$ cat src/rtl/mstd_pkg.sv
// Shared types and constants for the magnetic stripe track decoder.
// Used by magstripe_track_decoder; depends on nothing else.
package mstd_pkg;

    localparam int CHAR_W = 8;
    localparam int CNT_W  = 8;

    localparam logic [3:0] CHAR_BITS_MIN = 4'd5;

    // decoder phases
    localparam logic [2:0] PH_SEARCH = 3'd0;
    localparam logic [2:0] PH_DATA   = 3'd1;
    localparam logic [2:0] PH_LRC    = 3'd2;
    localparam logic [2:0] PH_TRAIL  = 3'd3;
    localparam logic [2:0] PH_DONE   = 3'd4;

    // configuration register indexes
    localparam logic [2:0] CFG_CHAR_BITS   = 3'd0;
    localparam logic [2:0] CFG_START_CODE  = 3'd1;
    localparam logic [2:0] CFG_STOP_CODE   = 3'd2;
    localparam logic [2:0] CFG_ODD_PARITY  = 3'd3;
    localparam logic [2:0] CFG_LRC_START   = 3'd4;
    localparam logic [2:0] CFG_MIN_ONES    = 3'd5;

    // configuration reset values
    localparam logic [3:0]        RST_CHAR_BITS  = 4'd5;
    localparam logic [CHAR_W-1:0] RST_START_CODE = 8'h0B;
    localparam logic [CHAR_W-1:0] RST_STOP_CODE  = 8'h1F;
    localparam logic              RST_ODD_PARITY = 1'b1;
    localparam logic              RST_LRC_START  = 1'b1;
    localparam logic [CNT_W-1:0]  RST_MIN_ONES   = 8'd8;

    // result kinds
    localparam logic KIND_DATA   = 1'b0;
    localparam logic KIND_STATUS = 1'b1;

    typedef struct packed {
        logic              kind;
        logic [CHAR_W-1:0] char_value;
        logic              char_parity_ok;
        logic              start_found;
        logic              stop_found;
        logic              lrc_ok;
        logic              all_parity_ok;
        logic              frame_error;
        logic [CNT_W-1:0]  char_count;
        logic              last_result;
    } result_t;

    function automatic logic parity_good(input logic [CHAR_W-1:0] ch, input logic odd);
        parity_good = ((^ch) == odd);
    endfunction

endpackage

$ cat src/rtl/magstripe_track_decoder.sv
// Magnetic stripe track decoder top level: sentinel search, character
// packing, parity and LRC checks, and a four-entry result queue. Uses mstd_pkg.
//
// Takes one track bit per beat and accepts a new bit every cycle while the
// result queue has room for two results; a bit is fully decoded in the cycle
// it is accepted, and its results (a data character, the end-of-track status,
// or both, data first) are queued and reach the m_ side in order. Throughput
// is one bit per cycle, set only by the result queue draining one result per
// cycle; s_ready drops when fewer than two queue entries are free.
// Configuration writes are taken at any time (cfg_ready is always high) and
// must only be issued while no track bit is outstanding. After the bit marked
// last, the track state clears and the configuration is kept.
module magstripe_track_decoder #(
    parameter int MAX_CHAR_BITS = 8
) (
    input  logic                      aclk,
    input  logic                      aresetn,
    input  logic                      cfg_valid,
    output logic                      cfg_ready,
    input  logic [2:0]                cfg_index,
    input  logic [7:0]                cfg_data,
    input  logic                      s_valid,
    output logic                      s_ready,
    input  logic                      s_bit_req,
    input  logic                      s_last,
    output logic                      m_valid,
    input  logic                      m_ready,
    output logic                      m_kind,
    output logic [mstd_pkg::CHAR_W-1:0] m_char_value,
    output logic                      m_char_parity_ok,
    output logic                      m_start_found,
    output logic                      m_stop_found,
    output logic                      m_lrc_ok,
    output logic                      m_all_parity_ok,
    output logic                      m_frame_error,
    output logic [mstd_pkg::CNT_W-1:0] m_char_count,
    output logic                      m_last_result
);
    import mstd_pkg::*;

    localparam logic [3:0] MAX_CB = 4'(MAX_CHAR_BITS);
    localparam int QDEPTH = 4;
    localparam int QPTR_W = $clog2(QDEPTH);

    // configuration
    logic [3:0]        char_bits_reg;
    logic [CHAR_W-1:0] start_code_reg;
    logic [CHAR_W-1:0] stop_code_reg;
    logic              odd_parity_reg;
    logic              lrc_start_reg;
    logic [CNT_W-1:0]  min_ones_reg;

    // track state
    logic [2:0]        phase_reg, phase_next;
    logic [CHAR_W-1:0] window_reg, window_next;
    logic [2:0]        bit_index_reg, bit_index_next;
    logic [CHAR_W-1:0] lrc_acc_reg, lrc_acc_next;
    logic              fl_start_reg, fl_start_next;
    logic              fl_stop_reg, fl_stop_next;
    logic              fl_lrc_reg, fl_lrc_next;
    logic              fl_par_reg, fl_par_next;
    logic              fl_trail_reg, fl_trail_next;
    logic [CNT_W-1:0]  data_count_reg, data_count_next;
    logic [CNT_W-1:0]  ones_seen_reg, ones_seen_next;

    // result queue
    result_t           queue_reg [QDEPTH];
    logic [QPTR_W-1:0] wr_ptr_reg, rd_ptr_reg;
    logic [QPTR_W:0]   count_reg;

    logic              s_accept, m_accept;
    logic [3:0]        c_eff;
    logic [3:0]        c_m1;
    logic [CHAR_W-1:0] lrc_mask;
    logic              data_push, stat_push;
    result_t           data_res, stat_res;

    assign cfg_ready = 1'b1;
    assign s_ready   = (count_reg <= (QPTR_W+1)'(QDEPTH - 2));
    assign s_accept  = s_valid && s_ready;
    assign m_valid   = (count_reg != '0);
    assign m_accept  = m_valid && m_ready;

    assign c_eff    = (char_bits_reg < CHAR_BITS_MIN) ? CHAR_BITS_MIN :
                      (char_bits_reg > MAX_CB) ? MAX_CB : char_bits_reg;
    assign c_m1     = c_eff - 4'd1;
    assign lrc_mask = (CHAR_W'(1) << c_m1[2:0]) - CHAR_W'(1);

    always_comb begin
        logic [CHAR_W-1:0] ch_v;
        logic              pok_v;
        phase_next      = phase_reg;
        window_next     = window_reg;
        bit_index_next  = bit_index_reg;
        lrc_acc_next    = lrc_acc_reg;
        fl_start_next   = fl_start_reg;
        fl_stop_next    = fl_stop_reg;
        fl_lrc_next     = fl_lrc_reg;
        fl_par_next     = fl_par_reg;
        fl_trail_next   = fl_trail_reg;
        data_count_next = data_count_reg;
        ones_seen_next  = ones_seen_reg;
        data_push       = 1'b0;
        stat_push       = 1'b0;
        data_res        = '0;
        stat_res        = '0;
        ch_v            = '0;
        pok_v           = 1'b0;

        if (s_bit_req && ones_seen_reg != '1) begin
            ones_seen_next = ones_seen_reg + CNT_W'(1);
        end

        if (phase_reg == PH_SEARCH) begin
            window_next = (window_reg >> 1) | (CHAR_W'(s_bit_req) << c_m1[2:0]);
            if (window_next == start_code_reg) begin
                fl_start_next  = 1'b1;
                lrc_acc_next   = lrc_start_reg ? window_next : '0;
                window_next    = '0;
                bit_index_next = '0;
                phase_next     = PH_DATA;
            end
        end else if (phase_reg != PH_DONE) begin
            window_next = window_reg | (CHAR_W'(s_bit_req) << bit_index_reg);
            if ({1'b0, bit_index_reg} >= c_m1) begin
                ch_v           = window_next;
                window_next    = '0;
                bit_index_next = '0;
                case (phase_reg)
                    PH_DATA: begin
                        if (ch_v == '0) begin
                            phase_next = PH_TRAIL;
                        end else begin
                            pok_v        = parity_good(ch_v, odd_parity_reg);
                            lrc_acc_next = lrc_acc_reg ^ ch_v;
                            if (!pok_v) begin
                                fl_par_next = 1'b0;
                            end
                            if (ch_v == stop_code_reg) begin
                                fl_stop_next = 1'b1;
                                phase_next   = PH_LRC;
                            end else begin
                                if (data_count_reg != '1) begin
                                    data_count_next = data_count_reg + CNT_W'(1);
                                end
                                data_push               = 1'b1;
                                data_res.kind           = KIND_DATA;
                                data_res.char_value     = ch_v;
                                data_res.char_parity_ok = pok_v;
                            end
                        end
                    end
                    PH_LRC: begin
                        if (!parity_good(ch_v, odd_parity_reg)) begin
                            fl_par_next = 1'b0;
                        end
                        if (((lrc_acc_reg ^ ch_v) & lrc_mask) == '0) begin
                            fl_lrc_next = 1'b1;
                        end
                        phase_next = PH_TRAIL;
                    end
                    default: begin
                        if (ch_v != '0) begin
                            fl_trail_next = 1'b1;
                        end
                        phase_next = PH_DONE;
                    end
                endcase
            end else begin
                bit_index_next = bit_index_reg + 3'd1;
            end
        end

        if (s_last) begin
            // complete a partial LRC or trailing character with zeros
            if (phase_next == PH_LRC) begin
                if (!parity_good(window_next, odd_parity_reg)) begin
                    fl_par_next = 1'b0;
                end
                if (((lrc_acc_next ^ window_next) & lrc_mask) == '0) begin
                    fl_lrc_next = 1'b1;
                end
                phase_next  = PH_TRAIL;
                window_next = '0;
            end
            if (phase_next == PH_TRAIL && window_next != '0) begin
                fl_trail_next = 1'b1;
            end
            stat_push            = 1'b1;
            stat_res.kind        = KIND_STATUS;
            stat_res.last_result = 1'b1;
            if (ones_seen_next <= min_ones_reg) begin
                stat_res.all_parity_ok = 1'b1;
            end else begin
                stat_res.start_found   = fl_start_next;
                stat_res.stop_found    = fl_stop_next;
                stat_res.lrc_ok        = fl_lrc_next;
                stat_res.all_parity_ok = fl_par_next;
                stat_res.frame_error   = !(fl_par_next && fl_stop_next && fl_lrc_next
                                           && !fl_trail_next);
                stat_res.char_count    = data_count_next;
            end
        end
    end

    always_ff @(posedge aclk) begin
        if (!aresetn) begin
            char_bits_reg  <= RST_CHAR_BITS;
            start_code_reg <= RST_START_CODE;
            stop_code_reg  <= RST_STOP_CODE;
            odd_parity_reg <= RST_ODD_PARITY;
            lrc_start_reg  <= RST_LRC_START;
            min_ones_reg   <= RST_MIN_ONES;
        end else if (cfg_valid && cfg_ready) begin
            case (cfg_index)
                CFG_CHAR_BITS:  char_bits_reg  <= cfg_data[3:0];
                CFG_START_CODE: start_code_reg <= cfg_data;
                CFG_STOP_CODE:  stop_code_reg  <= cfg_data;
                CFG_ODD_PARITY: odd_parity_reg <= cfg_data[0];
                CFG_LRC_START:  lrc_start_reg  <= cfg_data[0];
                CFG_MIN_ONES:   min_ones_reg   <= cfg_data;
                default: ;
            endcase
        end
    end

    always_ff @(posedge aclk) begin
        if (!aresetn || (s_accept && s_last)) begin
            phase_reg      <= PH_SEARCH;
            window_reg     <= '0;
            bit_index_reg  <= '0;
            lrc_acc_reg    <= '0;
            fl_start_reg   <= 1'b0;
            fl_stop_reg    <= 1'b0;
            fl_lrc_reg     <= 1'b0;
            fl_par_reg     <= 1'b1;
            fl_trail_reg   <= 1'b0;
            data_count_reg <= '0;
            ones_seen_reg  <= '0;
        end else if (s_accept) begin
            phase_reg      <= phase_next;
            window_reg     <= window_next;
            bit_index_reg  <= bit_index_next;
            lrc_acc_reg    <= lrc_acc_next;
            fl_start_reg   <= fl_start_next;
            fl_stop_reg    <= fl_stop_next;
            fl_lrc_reg     <= fl_lrc_next;
            fl_par_reg     <= fl_par_next;
            fl_trail_reg   <= fl_trail_next;
            data_count_reg <= data_count_next;
            ones_seen_reg  <= ones_seen_next;
        end
    end

    // result queue: push data then status, pop one beat per cycle while m_ready is high
    always_ff @(posedge aclk) begin
        if (s_accept && data_push) begin
            queue_reg[wr_ptr_reg] <= data_res;
        end
        if (s_accept && stat_push) begin
            queue_reg[wr_ptr_reg + QPTR_W'(data_push)] <= stat_res;
        end
    end

    always_ff @(posedge aclk) begin
        if (!aresetn) begin
            wr_ptr_reg <= '0;
            rd_ptr_reg <= '0;
            count_reg  <= '0;
        end else begin
            if (s_accept) begin
                wr_ptr_reg <= wr_ptr_reg + QPTR_W'(data_push) + QPTR_W'(stat_push);
            end
            if (m_accept) begin
                rd_ptr_reg <= rd_ptr_reg + QPTR_W'(1);
            end
            count_reg <= count_reg
                         + (QPTR_W+1)'(s_accept && data_push)
                         + (QPTR_W+1)'(s_accept && stat_push)
                         - (QPTR_W+1)'(m_accept);
        end
    end

    assign m_kind           = queue_reg[rd_ptr_reg].kind;
    assign m_char_value     = queue_reg[rd_ptr_reg].char_value;
    assign m_char_parity_ok = queue_reg[rd_ptr_reg].char_parity_ok;
    assign m_start_found    = queue_reg[rd_ptr_reg].start_found;
    assign m_stop_found     = queue_reg[rd_ptr_reg].stop_found;
    assign m_lrc_ok         = queue_reg[rd_ptr_reg].lrc_ok;
    assign m_all_parity_ok  = queue_reg[rd_ptr_reg].all_parity_ok;
    assign m_frame_error    = queue_reg[rd_ptr_reg].frame_error;
    assign m_char_count     = queue_reg[rd_ptr_reg].char_count;
    assign m_last_result    = queue_reg[rd_ptr_reg].last_result;

    a_queue_bound: assert property (@(posedge aclk) disable iff (!aresetn)
        count_reg <= (QPTR_W+1)'(QDEPTH))
        else $error("result queue overflow");

    a_last_gives_result: assert property (@(posedge aclk) disable iff (!aresetn)
        s_accept && s_last |=> m_valid)
        else $error("no result after last beat");

    a_status_kind: assert property (@(posedge aclk) disable iff (!aresetn)
        m_valid && m_last_result |-> m_kind == KIND_STATUS)
        else $error("last result is not a status beat");

    a_search_index: assert property (@(posedge aclk) disable iff (!aresetn)
        phase_reg == PH_SEARCH |-> bit_index_reg == 3'd0)
        else $error("bit index moved during sentinel search");

endmodule
$ cat config.mk
export PLATFORM = sky130hd
export DESIGN_NAME = magstripe_track_decoder
export DESIGN_NICKNAME = d
export VERILOG_FILES = /design/src/rtl/mstd_pkg.sv /design/src/rtl/magstripe_track_decoder.sv
export SDC_FILE = /design/constraint.sdc
export NUM_CORES = 1
export LEC_CHECK = 0
export ABC_AREA = 1
export BUFFER_PORTS_ARGS = -buffer_cell sky130_fd_sc_hd__buf_2
export CORE_UTILIZATION = 40
export DETAILED_ROUTE_END_ITERATION = 10
export PLACE_DENSITY = 0.54
export SLEW_MARGIN = 20
export SYNTH_ARGS = -nofsm -noshare
export SYNTH_HDL_FRONTEND = slang
export SYNTH_SLANG_ARGS = --single-unit
$ cat constraint.sdc
create_clock -name aclk -period 5.85 [get_ports aclk]
set_input_delay 0.585 -clock aclk [delete_from_list [all_inputs] [get_ports aclk]]
set_output_delay 0.585 -clock aclk [all_outputs]
set_load 0.02 [all_outputs]
Word level (Yosys, flattened, before mapping)
Memory sizes are Yosys's and may differ from the RTL's. A register that Yosys moved wholly into a read port is not among the register bits.
Index checks and enable logic that the tools add are counted.
{ "word_totals": {"memories": 1, "register_bits": 80, "inputBits": 18, "wordCells": 192, "mem_bits_rw": 96} }
{ "memory_table": {"columns": ["memory", "depth", "word_bits", "rd", "rd_ports_with_merged_regs", "write_ports", "line_no", "source"], "rows": [
  ["queue_reg", 4, 24, 1, 1, 2, "magstripe_track_decoder.sv:67", "result_t queue_reg [QDEPTH];"]
]} }
{ "classes": {"n_reduce_logical": 33, "bitwise_logic": 6, "shifts": 3, "n_mux": 96, "order_cmp": 5, "addsub": 11, "n_eq_ne": 17} }
{ "op_table": {"columns": ["cell", "n"], "rows": [
  ["$mux 8", 22],
  ["$mux 9", 7],
  ["$mux 1", 46],
  ["$mux 3", 14],
  ["$logic_not 8->1", 3],
  ["$add 8x1->8 const B", 2],
  ["$and 8x8->8", 2],
  ["$eq 8x8->1", 2],
  ["$ne 8x8->1 const B", 2],
  ["$reduce_bool 8->1", 2],
  ["$reduce_xor 8->1", 2],
  ["$shl 1x3->8", 2],
  ["$xor 8x8->8", 2],
  ["$eq 3x2->1 const B", 5],
  ["$mux 14", 1],
  ["$reduce_and 2->1", 6],
  ["$logic_and 1x1->1", 10],
  ["$le 8x8->1", 1],
  ["$mux 4", 2],
  ["$or 7x8->8", 1],
  ["$or 8x8->8", 1],
  ["$shl 1x3->8 const A", 1],
  ["$sub 8x2->8 const B", 1],
  ["$add 3x1->3", 2],
  ["24 further kinds", 32]
]} }

Logic depth before layout (Yosys ltp)
Gate-level depths: netlist of the first run.
{ "logic_depth": {"word_depth": 21, "depth_mapped": 31, "ltp_nobuf": 30} }

Worst setup path before layout of the first run
OpenSTA, ideal clock, no wires.
{ "synth_path": {"path_kind": "flip-flop to flip-flop", "start": "reg char_bits_reg[1]", "end": "mem queue_reg[0][0] (netlist bit), enable pin", "path_slack_ns": 1.730, "arrival_ns": 3.759, "synth_period_minus_slack_ns": 4.120, "required_ns": 5.489, "setup_time_ns": 0.361, "path_stages_with_launch": 22, "path_cell_list": "dfxtp_1 > nand3_2 > nand2_4 > inv_1 > ha_1 > inv_2 > ha_1 > o21ai_0 > nand2_1 > a21oi_1 > inv_1 > nand2_1 > buf_4 > nor2_4 > ha_1 > or2_2 > nand2_1 > inv_1 > nor3_1 > inv_1 > clkbuf_1 > nand2_1"} }
{ "synth_lines": {"columns": ["element", "line_no", "source"], "rows": [
  ["from (decl)", "magstripe_track_decoder.sv:46", "logic [3:0] char_bits_reg;"],
  ["from (signal assigned)", "magstripe_track_decoder.sv:216", "CFG_CHAR_BITS: char_bits_reg <= cfg_data[3:0];"],
  ["to (decl)", "magstripe_track_decoder.sv:67", null]
]} }

==> results of run 1 <==
==> worst min-delay path: stages <==
cell,delay [ns]
buf_2,0.11
nand2_1,0.05
nand3_1,0.05
==> cells by family (layout without fill, tap and decap cells) <==
family | count (synthesis) | in the layout | share of synthesized area, %
AOI/OAI and AO/OA | 323 | 323 | 17.5
DFF | 174 | 174 | 41.4
adders and majority gates | 30 | 30 | 4.00
buffers and inverters | 258 | 288 | 10.2
and+or+nand+nor | 515 | 515 | 23.4
other | 1 | 1 | 0.0384
xor gates and xnor gates | 38 | 38 | 3.41
==> final timing paths <==
path	end	slack (ns)	depth (start not counted)
max	queue_reg[1][11]	1.03	21
min	stop_code_reg[4]	0.41	3
max reg2reg	queue_reg[1][11]	1.03	21
min reg2reg	queue_reg[2][17]	0.44	2
==> metrics by stage <==
step | utilization, % | cells
after floorplan | - | 1339
after global placement | 43.1 | 1656
after detailed placement | 43.1 | 1656
after CTS | 45.7 | 1688
after global routing | 45.7 | 1688
final | 45.7 | 1688
==> synth_stat cells, types with 15 or more instances <==
cell type | instances | share of area [%]
o21ai_0 | 147 | 7.5
nor2_1 | 144 | 5.5
a21oi_1 | 128 | 6.6
nor3_1 | 19 | 0.97
ha_1 | 28 | 3.6
clkbuf_1 | 42 | 1.6
inv_1 | 195 | 7.5
xor2_1 | 29 | 2.6
nand3_1 | 63 | 3.2
dfxtp_1 | 118 | 24
nand2_1 | 233 | 9.0
o22ai_1 | 15 | 0.96
edfxtp_1 | 56 | 17
==> cell usage in the layout, fill, tap and decap left out, drive strengths merged, types with 5 or more instances in the layout <==
cell / Yosys / routed
a21oi: 128 / 128
a31oi: 5 / 5
buf: 11 / 52
clkbuf: 43 / 17
clkinv: 2 / 8
dfxtp: 118 / 118
edfxtp: 56 / 56
ha: 28 / 28
inv: 202 / 211
nand2: 246 / 246
nand3: 73 / 73
nand4: 13 / 13
nor2: 152 / 152
nor3: 20 / 20
o211ai: 7 / 7
o21ai: 152 / 152
o22ai: 15 / 15
or2: 5 / 5
xnor2: 9 / 9
xor2: 29 / 29
==> metal layers <==
metal | track usage (%) | up-vias | share of wire, %
met5 | 0 | - | 0
met4 | 8.10 | 0 | 2.8
met3 | 3.57 | 43 | 4.7
met2 | 37.8 | 225 | 46
met1 | 29.6 | 4002 | 46
li1 | - | 4416 | -
==> final cells by class <==
class	instances	share of cell area (%)
Clock buffer	17	3.93
Clock inverter	15	1.74
Inverter	204	7.07
Multi-Input combinational cell	907	43.6
Sequential cell	174	37.3
Tap cell	319	3.68
Timing Repair Buffer	52	2.61
==> power by group <==
group / switching [mW] / total (mW) / leakage (nW) / internal [mW]
registers: 0.130 / 1.59 / 1.52 / 1.46
clock network: 0.581 / 1.17 / 0.297 / 0.587
logic: 1.10 / 1.60 / 3.09 / 0.498
total: 1.81 / 4.35 / 4.91 / 2.54
==> out/qor.txt, run 1 <==
Final setup margin: 1.03 ns
Worst-path maximum fanout: 23
Antenna violations before repair: 0
Area of the die: 25,000 µm²
GPL Wtd Cong: 0.962
GRT Total Usage: 22.7%
Crit end category: flip-flop
Setup Buffers After CTS: 0
DR DRC count: 0
1st-iter DRT viols: 625
Critical path data arrival time: 4.89 ns
CP top delay family: simple AND/OR/NAND/NOR gates
Fin crit share: 82.4%
Number of max-cap violations: 0
Number of global-route vias before repair: 8,023
Placed Instance Area: 10,200 µm²
Net count, final: 1,404
Total power: 4.35 mW
Final setup viols: 0
Relative slew slack: 33.5%
Max FFs per register: 92
Clk sinks: 174
Final Skew: 0.0174 ns
Reg2reg start: char_bits_reg[2]
Lkg Pwr: 4.91 nW
First-pass GRT wire length: 43,100 µm
Pwr Density: 402 nW/µm²
Routed WL: 27,100 µm
Pins Over Slew Limit: 0
Netlist Area Pre-Place: 9770 µm²
Critical path startpoint: char_bits_reg[2]
Slew @ Worst Pin: 0.996 ns
Synth Register Bits: 174
CP bufs+invs: 7
Register area: 4040 µm²
Horiz. Die Dim: 158 µm
CORE AREA: 23,700 µm²
Peak supply drop: 0.204 mV
# H-tree levels: 4
Post-synth net total: 1,387
Pin count of the biggest net entering global routing: 59
RSZ-0062 raised after global routing: no
Slowest stage delay, CP: 0.59 ns
I/O pin cnt: 45
Initial Util: 41.2%
Status: finished clean
Ys flop type: dfxtp_1
Total iterations of the first detailed-routing run: 6
Final ANT Viol Nets: 0
WP data required: 5.92 ns
Post-CTS resize count: 0
Fin area: 10,800 µm²
TNS Setup: 0 ns
Pre-CTS setup slack: 1.07 ns
Hold_sp: cfg_data[4]
Via Count: 8,686
Diode count: 0
Worst setup SP type: flip-flop
Std cell rows: 56
YS warnings: 0
Placed wire-length estimate: 20,000 µm
Post-synthesis sequential area ratio: 41.4%
TritonCTS buffer count: 17
Synth async-reset ratio: 0%
IO Port Bufs: 43
Hold Slack: 0.406 ns
WS Path Type: reg2reg
Yosys cell types: 50
Remaining global-route overflow: 0
Routed WL per cell: 16.1 µm
Post-Syn Instances: 1,339
Worst-path cell chain: nand3_2 > nand2_4 > inv_1 > ha_1 > inv_2 > ha_1 > o21ai_0 > nand2_1 > a21oi_1 > buf_4 > inv_1 > nand2_1 > buf_4 > nor2_4 > ha_1 > or2_2 > nand2_1 > inv_1 > nor3_1 > inv_1 > nand2_1
Bufs on Longest Clock Path: 2
Post-layout min period: 4.82 ns
Clock Latency Late Sink: 0.44 ns
Area grow syn2layout: 10.9%
CTS tree: built
Layout cells sized above 1: 9.64%
HP Class: in2reg
Hold Buf Count CTS: 0
Multi-input gate area: 4730 µm²
EDFF count, synth: 56
Hold violation count in the final report: 0
Die height: 158 µm
Crit-path slowest cell: nand2_1
CTS Root Cell: clkbuf_16
# fillers: 2,495
Vias per cell: 5.15
Max Clk Rate: 207 MHz
Clock transition at path regs: 0.08 ns
Mapped Avg Cell Area: 7.30 µm²
Note: power is estimated with default switching activity, not from simulation.
==> inputs of run 2 (changes only) <==
Settings changed: PLACE_DENSITY 0.54 to 0.56.
Clock period 5.85 ns to 3.9 ns, I/O delays scaled along.
==> out/qor.txt, run 2 (same netlist as run 1, synthesis figures left out) <==
Remaining global-route overflow: 0
Pwr Density: 599 nW/µm²
CORE AREA: 23,700 µm²
Crit end category: flip-flop
Reg2reg start: ones_seen_reg[0]
GRT Total Usage: 22.7%
Critical path startpoint: ones_seen_reg[0]
Total power: 6.66 mW
Clock transition at path regs: 0.07 ns
Bufs on Longest Clock Path: 2
Hold Buf Count CTS: 0
R2R cell count: 20
Area of the die: 25,000 µm²
Max Clk Rate: 276 MHz
Final setup viols: 0
Number of max-cap violations: 0
Commonest non-fill, non-tap cell in the layout: nand2_1
IO Port Bufs: 43
Critical path data arrival time: 3.92 ns
Routed WL per cell: 15.8 µm
Via Count: 8,661
Worst setup SP type: flip-flop
RSZ-0062 raised after global routing: no
Dpl cells: 1,680
Final Util: 47.0%
Placed Instance Area: 10,400 µm²
Number of global-route vias before repair: 8,032
Area grow syn2layout: 13.9%
Initial Util: 41.2%
Fin crit share: 93.0%
Clock Latency Late Sink: 0.44 ns
Most frequent cells in the layout: nand2_1 (224), inv_1 (191), o21ai_0 (145)
Routed WL: 27,100 µm
Pin count of the biggest net entering global routing: 43
HP Class: in2reg
Final setup margin: 0.272 ns
Clk sinks: 174
Diode count: 0
Horiz. Die Dim: 158 µm
Hold violation count in the final report: 0
GPL Wtd Cong: 0.913
Peak supply drop: 0.314 mV
# H-tree levels: 4
Vias per cell: 5.06
First-pass GRT wire length: 43,200 µm
Total iterations of the first detailed-routing run: 5
Worst-path maximum fanout: 4
CTS Root Cell: clkbuf_16
Final ANT Viol Nets: 0
1st-iter DRT viols: 737
Die height: 158 µm
Fin area: 11,100 µm²
Pre-CTS setup slack: -0.0710 ns
Net count, final: 1,429
TNS Setup: 0 ns
TritonCTS buffer count: 17
Relative slew slack: 32.3%
Status: finished clean
Pins Over Slew Limit: 0
I/O pin cnt: 45
Lkg Pwr: 5.06 nW
Final Instance Count excl. Fillers: 1,713
Worst setup path end: queue_reg[3][8]
Layout cells sized above 1: 13.3%
Final Skew: 0.0169 ns
Max FFs per register: 92
WS Path Type: reg2reg
Setup slack, reg-to-reg: 0.27 ns
Hold Slack: 0.210 ns
DR DRC count: 0
WP data required: 4.19 ns
Post-layout min period: 3.63 ns
Placed wire-length estimate: 19,600 µm
# fillers: 2,496
Antenna violations before repair: 0
Std cell rows: 56
R2r endpoint: queue_reg[3][8]
Slew @ Worst Pin: 1.01 ns
CTS tree: built
run 2: cell types whose count changed in the layout (fill, tap and decap cells not counted), moves of 4 or more:
cell	delta
inv_2	+4
buf_4	+24
dfxtp_1	-4
nand2_1	-8
inv_1	-4
dfxtp_2	+4
nand2_2	+5
run 2: how the worst min path moves through the flow:
stage | start | endpoint | slack [ns] | depth (start not counted)
CTS | cfg_data[4] | stop_code_reg[4] | 0.19 | 3
global placement | queue_reg[2][22] | queue_reg[2][22] | 0.43 | 2
finish | cfg_data[4] | stop_code_reg[4] | 0.21 | 3
floorplan | queue_reg[2][14] | queue_reg[2][14] | 0.42 | 2
global route | cfg_data[4] | stop_code_reg[4] | 0.22 | 3
detailed placement | queue_reg[0][14] | queue_reg[0][14] | 0.44 | 2
run 2: cell type report:
| class | instances | area [µm²] | share of cell area, % |
|---|---|---|---|
| Clock buffer | 17 | 425 | 3.82 |
| Multi-Input combinational cell | 907 | 4830 | 43.4 |
| Sequential cell | 174 | 4050 | 36.4 |
| Clock inverter | 15 | 184 | 1.65 |
| Timing Repair Buffer | 77 | 474 | 4.26 |
| Tap cell | 319 | 399 | 3.59 |
| Inverter | 204 | 766 | 6.88 |
run 2: power breakdown:
| part | internal [mW] | total, mW | switching (mW) |
|---|---|---|---|
| Sequential | 2.18 | 2.36 | 0.178 |
| Combinational | 0.820 | 2.52 | 1.70 |
| Clock | 0.928 | 1.77 | 0.846 |
| Total | 3.93 | 6.66 | 2.73 |
run 2: critical path: stages, from the launching register on:
cell,delay (ns)
dfxtp_1,0.37
ha_1,0.18
nand3_1,0.08
nor3_1,0.46
a21oi_2,0.19
inv_1,0.12
nor4_2,0.05
nand3_1,0.13
nor3_1,0.07
xor2_1,0.18
ha_1,0.33
nand2_1,0.08
nor2_1,0.17
a211oi_2,0.07
a21boi_2,0.17
buf_4,0.14
inv_1,0.03
nor2_1,0.14
inv_1,0.08
or2_2,0.34
nor2_1,0.09
run 2: timing repair:
action | 4_1_cts | 5_1_grt
buffers inserted | 0 | 1
resized for setup | 5 | 29
endpoints found under the setup margin | 37 | 81
endpoints found under the hold margin | 0 | 0
cloned | 0 | 0
pin swaps | 0 | 5
run 2: metal layers:
layer / global-route usage [%] / vias up / wire length, µm
met2: 36.7 / 199 / 12400
met3: 3.48 / 38 / 1170
li1: - / 4459 / -
met5: 0 / - / 0
met4: 8.84 / 0 / 680
met1: 30.3 / 3965 / 12800
